## src/sv/pai_pkg.sv

```systemverilog
package pai_pkg;

  localparam int MAX_BATCH   = 4;
  localparam int MAX_GRID    = 4;
  localparam int MAT_WORDS   = 12;
  localparam int SUB_CELLS   = 6;
  localparam int TABLE_DEPTH = MAX_BATCH * MAT_WORDS * SUB_CELLS * MAX_GRID * MAX_GRID * MAX_GRID;
  localparam int ADDR_W      = $clog2(TABLE_DEPTH);
  localparam int CELL_W      = $clog2(SUB_CELLS * MAX_GRID * MAX_GRID * MAX_GRID + 16);
  localparam int LOC_W       = 38;

  localparam logic signed [LOC_W-1:0] Q_ONE = LOC_W'(65536);

  // Register indexes
  localparam logic [7:0] REG_STEPS  = 8'd0;
  localparam logic [7:0] REG_GRID_X = 8'd1;
  localparam logic [7:0] REG_GRID_Y = 8'd2;
  localparam logic [7:0] REG_GRID_Z = 8'd3;

  // Item function codes
  localparam logic FUNC_WRITE = 1'b0;
  localparam logic FUNC_POINT = 1'b1;

  typedef struct packed {
    logic [2:0] gx;
    logic [2:0] gy;
    logic [2:0] gz;
  } grid_t;

  typedef struct packed {
    logic [1:0]              bin;
    logic signed [LOC_W-1:0] loc;
  } axis_t;

  // Map a grid register to its effective cell count
  function automatic logic [2:0] eff_grid(input logic [2:0] g);
    if (g == 3'd0) return 3'd1;
    if (g > 3'(MAX_GRID)) return 3'(MAX_GRID);
    return g;
  endfunction

  // Clamped floor cell along one axis and the local coordinate in it
  function automatic axis_t axis_cell(input logic signed [31:0] v, input logic [2:0] n);
    logic signed [LOC_W-1:0] s;
    logic signed [LOC_W-1:0] fl;
    logic [1:0]              c;
    axis_t                   r;
    s  = LOC_W'(v) * $signed({{(LOC_W-3){1'b0}}, n});
    fl = s >>> 16;
    if (s < 0) c = 2'd0;
    else if (fl > $signed(LOC_W'(n) - LOC_W'(1))) c = 2'(n - 3'd1);
    else c = fl[1:0];
    r.bin = c;
    r.loc = s - $signed({{(LOC_W-18){1'b0}}, c, 16'h0000});
    return r;
  endfunction

endpackage

```

## src/sv/pai_cell.sv

```systemverilog
module pai_cell
  import pai_pkg::*;
(
  input  logic                clk,
  input  logic signed [31:0]  px,
  input  logic signed [31:0]  py,
  input  logic signed [31:0]  pz,
  input  grid_t               grid,
  output logic [CELL_W-1:0]   mat_sel
);

  axis_t ax, ay, az;
  logic [5:0] lin;
  logic [CELL_W-1:0] sub;
  logic signed [LOC_W-1:0] x, y, z;

  // Stage one: cell per axis and local coordinates
  always_ff @(posedge clk) begin
    ax <= axis_cell(px, grid.gx);
    ay <= axis_cell(py, grid.gy);
    az <= axis_cell(pz, grid.gz);
  end

  assign x = ax.loc;
  assign y = ay.loc;
  assign z = az.loc;

  // Stage two: linear cell and summed sub-cell offsets
  always_comb begin
    lin = 6'(ax.bin) + 6'(ay.bin) * 6'(grid.gx) + 6'(az.bin) * 6'(grid.gx) * 6'(grid.gy);
    sub = '0;
    if (x <= y && Q_ONE - x > y && x < z && Q_ONE - x >= z) sub = sub + CELL_W'(0);
    if (x > y && x <= Q_ONE - y && y < z && Q_ONE - y >= z) sub = sub + CELL_W'(1);
    if (x >= z && x < Q_ONE - z && y >= z && y < Q_ONE - z) sub = sub + CELL_W'(2);
    if (x <= z && x > Q_ONE - z && y <= z && y > Q_ONE - z) sub = sub + CELL_W'(3);
    if (x < y && x >= Q_ONE - y && y > z && Q_ONE - y <= z) sub = sub + CELL_W'(4);
    if (x >= y && Q_ONE - x < y && x > z && Q_ONE - x <= z) sub = sub + CELL_W'(5);
  end

  always_ff @(posedge clk) begin
    mat_sel <= CELL_W'(SUB_CELLS) * CELL_W'(lin) + sub;
  end

endmodule

```

## config.mk

```make
export PLATFORM = sky130hd
export DESIGN_NAME = pai_cell
export DESIGN_NICKNAME = d
export VERILOG_FILES = /design/src/sv/pai_pkg.sv /design/src/sv/pai_cell.sv
export SDC_FILE = /design/constraint.sdc
export NUM_CORES = 1
export LEC_CHECK = 0
export ABC_AREA = 1
export CAP_MARGIN = 0
export CORE_ASPECT_RATIO = 1.75
export CORE_UTILIZATION = 61
export DETAILED_ROUTE_END_ITERATION = 8
export DONT_BUFFER_PORTS = 1
export GPL_TIMING_DRIVEN = 0
export PLACE_DENSITY = 0.8
export SETUP_SLACK_MARGIN = 0.05
export SYNTH_ARGS = -nofsm -noshare
export SYNTH_HDL_FRONTEND = slang
export SYNTH_SLANG_ARGS = --single-unit
```

## constraint.sdc

```tcl
create_clock -name clk -period 6.8 [get_ports clk]
set_input_delay 0.34 -clock clk [delete_from_list [all_inputs] [get_ports clk]]
set_output_delay 0.34 -clock clk [all_outputs]
set_load 0.005 [all_outputs]
```

Word level (Yosys, flattened, before mapping)
Cells that the tools add are included.

Add/subtract/negate cells: 19. Multipliers: 7. Div/mod/pow operators: 0. $lt $le $gt $ge: 26. Equal/unequal tests: 0. Shifts and indexed selects: 0. Multiplexer cells: 11. Bitwise gates (word level): 0. Reductions and logical operators: 15.

Operator list (count): $sub A18 B37 Y38 const A (3); $ge A37 B37 Y1 (3); $gt A37 B37 Y1 (3); $sub A36 B19 Y37 (3); $lt A36 B1 Y1 const B (3); $mul A32 B4 Y36 (3); $gt A37 B38 Y1 (2); $le A38 B37 Y1 (2); $lt A37 B38 Y1 (2); $le A37 B37 Y1 (2); $lt A37 B37 Y1 (2); $gt A20 B4 Y1 (3); $ge A37 B38 Y1 (1); $ge A38 B37 Y1 (1); $le A37 B38 Y1 (1); $lt A38 B37 Y1 (1); $mux W9 (4); $add A9 B2 Y9 const B (2); $add A9 B3 Y9 const B (2); $logic_and A1 B1 Y1 (15); $mux W2 (6); $sub A3 B1 Y4 const B (3); $mul A2 B3 Y5 (2); $add A9 B9 Y9 (1); other kinds (6) (8).

Flip-flop bits (word level): 126. Bits in latches: 0. Bits in writable memories: 0. Bits in read-only memories: 0. Input port bits: 106. Logic and storage cells: 85. Memories: 0.

Depth between registers and ports, before layout
Depth after elaboration: 15. Gate-level depth with buffers: 49. Gate-level depth less buffers: 49.

Worst setup path after synthesis
OpenSTA, ideal clock, no wires.

Kind: in2reg. From: in grid[5] in the netlist's numbering. To: reg ay, in the netlist y[31]. Setup time: 0.067 ns. Arrival time: 6.310 ns. Required time: 6.733 ns. Path slack: 0.423 ns. Cell stages on the path: 43. Buffers on the path: 2. Path through: clkbuf_1 clkbuf_1 nand2_1 inv_1 ha_1 inv_1 fa_1 inv_1 ha_1 a21oi_1 nand2_1 a21oi_4 o21ai_2 nand2_1 nand2_1 nand3_1 nand2_1 nand2_1 [7 not listed] nand2_1 nand3_1 xnor2_1 o21ai_0 nand2_1 o21ai_0 nor2_1 inv_1 ha_1 inv_1 nor2_1 nor2_1 nand3_1 nor3_2 nand3_2 nor2_1 nand2_1 o21ai_2.

Longest elaborated chain between the ends: 5. Elaborated cells between the ends (all ways): 7. Classes of those cells: add/sub: 2; mul: 1; order compare: 2; mux: 2.

Ends and longest elaborated chain: start, declared (line pai_cell.sv:8) `input grid_t grid,`; $mul A32 B4 Y36 / $sub A3 B1 Y4 (equally long branches) (line pai_pkg.sv:48, pai_pkg.sv:51); $gt A20 B4 Y1 (line pai_pkg.sv:51) `else if (fl > $signed(LOC_W'(n) - LOC_W'(1))) c = 2'(n - 3'd1);`; $mux W2 (line pai_pkg.sv:51); $mux W2 (line pai_pkg.sv:50) `if (s < 0) c = 2'd0;`; $sub A36 B19 Y37 * (line pai_pkg.sv:54) `r.loc = s - $signed({{(LOC_W-18){1'b0}}, c, 16'h0000});`; end signal, assigned (line pai_cell.sv:20) `ay <= axis_cell(py, grid.gy);`; end, declared (line pai_cell.sv:12) `axis_t ax, ay, az;`.

Mark *: on every way between the ends. The rest lies on a longest branch, timed or not.

Final worst setup path
From: reg ay, in the netlist y[0]. To: reg mat_sel[8].

Longest elaborated chain between the ends: 15. Elaborated cells between the ends (all ways): 38. Classes of those cells: add/sub: 6; order compare: 14; mux: 5; reduce/logical: 13.

Ends and longest elaborated chain: $sub A18 B37 Y38 (line pai_cell.sv:33, pai_cell.sv:36); $le A37 B38 Y1 (line pai_cell.sv:33) `if (x > y && x <= Q_ONE - y && y < z && Q_ONE - y >= z) sub = sub + CELL_W'(1);`; $logic_and A1 B1 Y1 (3 in a row) (line pai_cell.sv:33); $mux W1 (line pai_cell.sv:33); $add A9 B2 Y9 (line pai_cell.sv:34) `if (x >= z && x < Q_ONE - z && y >= z && y < Q_ONE - z) sub = sub + CELL_W'(2);`; $mux W9 (line pai_cell.sv:34); $add A9 B2 Y9 (line pai_cell.sv:35) `if (x <= z && x > Q_ONE - z && y <= z && y > Q_ONE - z) sub = sub + CELL_W'(3);`; $mux W9 (line pai_cell.sv:35); $add A9 B3 Y9 (line pai_cell.sv:36) `if (x < y && x >= Q_ONE - y && y > z && Q_ONE - y <= z) sub = sub + CELL_W'(4);`; $mux W9 (line pai_cell.sv:36); $add A9 B3 Y9 (line pai_cell.sv:37) `if (x >= y && Q_ONE - x < y && x > z && Q_ONE - x <= z) sub = sub + CELL_W'(5);`; $mux W9 * (line pai_cell.sv:37); $add A9 B9 Y9 * (line pai_cell.sv:41) `mat_sel <= CELL_W'(SUB_CELLS) * CELL_W'(lin) + sub;`; end signal, assigned (line pai_cell.sv:41); end, declared (line pai_cell.sv:9) `output logic [CELL_W-1:0] mat_sel`.

Marked as above.

==> flow_metrics.py <==
metrics = {
    "sta": {
        "tightest_slew_ps": 1120,
        "hold_viol": 0,
        "fin_ws_ps": 345,
        "max_slew_margin": 0.251,
        "rsz0062_at_grt": "yes",
        "finalMaxSlewViolations": 0,
        "period_needed_ps": 6460,
        "fin_crit_sh": 0.949,
        "skew_ps": 13.9,
        "fmax_ghz": 0.155,
        "setup_viol": 0,
    },
    "power_and_ir_drop": {
        "power_frac_comb": 0.755,
        "worst_ir_drop_vdd_uv": 279,
        "p_int_w": 0.00460,
        "clockPowerShare": 0.089,
        "p_leak_nw": 19.4,
        "pwr-share-seq": 0.156,
        "p_sw_frac": 0.577,
        "power.density_mw_per_mm2": 330,
        "p_sw_w": 0.00627,
    },
    "status": {
        "status": "completed",
    },
    "setup_path": {
        "crit_top_cell": "nand2_1",
        "cp-start-kind": "register",
        "cpPeakStageDelay_ps": 450,
        "cp_max_fo": 5,
        "cp.depth": 43,
        "reg2reg_slack_ps": 340,
        "r2r-start": "y[0]",
        "crit_family": "simple AND/OR/NAND/NOR gates",
        "path_class": "register to register",
        "crit_end": "mat_sel[8]",
        "crit_arrival_ps": 6840,
        "worstSetupStartpoint": "y[0]",
        "r2r_end": "mat_sel[8]",
        "end_kind": "register",
        "slowest_stage": "a211oi_1",
        "path_buf_inv": 5,
        "required_ps": 7180,
        "reg2reg_depth": 43,
    },
    "floorplan": {
        "fp.dieW_um": 171,
        "die_height_um": 298,
        "initial_core_util": 0.617,
        "fp-row-count": 108,
        "core_area_mm2": 0.0496,
        "ios": 115,
        "fp.dieArea_mm2": 0.0511,
    },
    "routing": {
        "vias_per_cell": 5.58,
        "vias": 30200,
        "drt-pass1-iter-count": 7,
        "drtIter0Drc": 1574,
        "final_antenna_net_count": 0,
        "wl_per_cell_um": 17.6,
        "post-route-drc-count": 0,
        "routed_wl_um": 95400,
    },
    "synth": {
        "yosys_register_bits": 126,
        "syn-num-nets": 5540,
        "synth-warning-count": 0,
        "async_reset_ff_frac": 0,
        "netlist_instances": 4687,
        "synthTopCellsByArea": "ha_1 (26%), nand2_1 (14%), inv_1 (13%)",
        "avgSynthCellArea_um2": 6.53,
        "synth-seq-area-share": 0.0824,
        "synthFlopType": "dfxtp_1",
        "yosysTopAreaCellShare": 0.260,
        "netlist_area_mm2": 0.0306,
        "yosysTopAreaCell": "ha_1",
        "synth_edf_count": 0,
        "synth_cell_types": 63,
    },
    "place": {
        "place.gp.congestion": 1.06,
        "pre_cts_ws_ps": -1440,
        "post_dp_cell_area_mm2": 0.0314,
        "detailed_place_hpwl_um": 79800,
        "io_buffers": 0,
    },
    "worst_hold_path": {
        "hold_path.class": "primary input to register",
        "hp-start": "px[0]",
    },
    "global_routing": {
        "use_met1": 0.337,
        "track_usage": 0.378,
        "grt_overflow": 0,
        "grt_pass1_vias": 30300,
        "grt_pass1_wl_um": 148000,
        "grt_max_degree": 18,
        "top_usage_layer": "met2",
        "globalRouteMet3Util": 0.0693,
        "grt_antenna_before_repair": 2,
        "met2_usage": 0.689,
    },
    "cts": {
        "path_clk_slew_ps": 70,
        "cts.sinks": 126,
        "clk_path_buf_depth": 2,
        "htreeDepth": 4,
        "cts_tree": "yes",
        "clock-root-buffer": "clkbuf_16",
        "cts_made_buffers": 17,
        "clk_latency_ps": 460,
    },
    "final_layout": {
        "seqCellArea_mm2": 0.00252,
        "area_delta_synth_final_pct": 7.45,
        "drive_above_1_share": 0.0815,
        "finalNetCount": 5590,
        "fillers": 4664,
        "finalInstanceArea_mm2": 0.0329,
        "multiInputGateArea_mm2": 0.0244,
    },
    "flow_run": {
        "drv_cap": 0,
    },
}
==> registers in the layout (all words and copies together), names as in the netlist <==
name and cells:
az 2, z 37, ay 2, x 37
y 37, ax 2, mat_sel 9
==> power by group through the flow <==
stage / logic (W) / clock network, W / registers, W
after floorplan: 0.00594 / 0 / 0.00136
after global placement: 0.00754 / 0 / 0.00165
after detailed placement: 0.00777 / 0 / 0.00165
after CTS: 0.00789 / 0.000969 / 0.00164
after global routing: 0.00931 / 0.000996 / 0.00170
final: 0.00820 / 0.000969 / 0.00170
==> tightest hold or removal path, stage by stage <==
cell	delay (ps)
nand2_1	30
inv_1	40
ha_1	110
==> metrics by stage <==
step	utilization	total power [W]	hold slack [ps]	TNS [ps]	instances
2_1_floorplan	-	0.00729	438	0	4687
3_3_place_gp	0.634	0.00920	448	-55840	5347
3_5_place_dp	0.634	0.00942	444	-60620	5347
4_1_cts	0.650	0.0105	90.8	0	5384
5_1_grt	0.663	0.0120	129	-15.1	5412
6_report	0.663	0.0109	99.5	0	5412
==> logic make-up (layout without fill, tap and decap cells) <==
kind of cell,after synthesis,in the layout,share of synthesized area
buf+inv,1113,1176,0.136
flops,126,126,0.0824
other cells,0,2,0
simple gates,1933,1933,0.273
xor+xnor,216,216,0.0684
compound gates,552,552,0.107
fa+ha+maj,747,747,0.333
==> per-layer routing <==
layer | vias to the layer above | part of all wire
li1 | 14800 | -
met1 | 13900 | 0.33
met2 | 974 | 0.50
met3 | 498 | 0.052
met4 | 2 | 0.11
met5 | - | 0.00010
==> cells in the final DEF, fill, tap and decap left out, drive strengths merged, types with 2 or more instances in the layout <==
master	synthesis	layout
ha	636	636
bufinv	0	2
nor3	69	69
a211oi	9	9
fa	111	111
buf	4	43
o21bai	15	15
inv	1077	1085
a21o	20	20
nand4	68	68
and2	4	4
nand3b	12	12
nor4	27	27
a21oi	301	301
xnor2	42	42
o21ai	145	145
o21a	17	17
nand3	177	177
dfxtp	126	126
clkbuf	32	38
o221ai	4	4
nand2	1160	1160
o211a	2	2
o31ai	4	4
a31oi	13	13
dlygate4sd3	0	3
o211ai	11	11
xor2	174	174
clkinvlp	0	4
nor3b	3	3
nor2	397	397
diode	0	2
or2	9	9
a21boi	8	8
and3	4	4
==> cell usage after synthesis (all sizes together) (11+ instances only) <==
cell type / n
o21ai: 145
nor3: 69
clkbuf: 32
inv: 1077
nand3b: 12
nor2: 397
ha: 636
nor4: 27
xnor2: 42
fa: 111
a31oi: 13
o21a: 17
o21bai: 15
nand4: 68
o211ai: 11
a21o: 20
a21oi: 301
nand2: 1160
dfxtp: 126
nand3: 177
xor2: 174
==> what timing repair did <==
| item | in CTS | in global routing |
|---|---|---|
| setup buffers | 2 | 26 |
| gates cloned | 0 | 0 |
| hold endpoints to repair | 3 | 0 |
| setup endpoints to repair | 64 | 57 |
| hold buffers | 3 | 0 |
| resized for setup | 70 | 143 |
| pin swaps | 3 | 29 |
==> worst min-delay path by stage <==
stage / slack, ps / end / cells after the start
CTS: 90 / x[1] / 3
global route: 130 / y[1] / 3
finish: 100 / x[1] / 3
detailed placement: 440 / x[0] / 2
global placement: 450 / x[0] / 2
floorplan: 440 / x[0] / 2
==> area by class of cell <==
type,instances,share of cell area
Multi-Input combinational cell,3448,0.741
Clock inverter,15,0.00536
Clock buffer,17,0.0129
Inverter,1077,0.123
Tap cell,660,0.0251
Timing Repair Buffer,31,0.00730
Sequential cell,126,0.0768
Antenna cell,2,0.000152
Buffer,36,0.00841
Power figures use the tool's default switching activity.
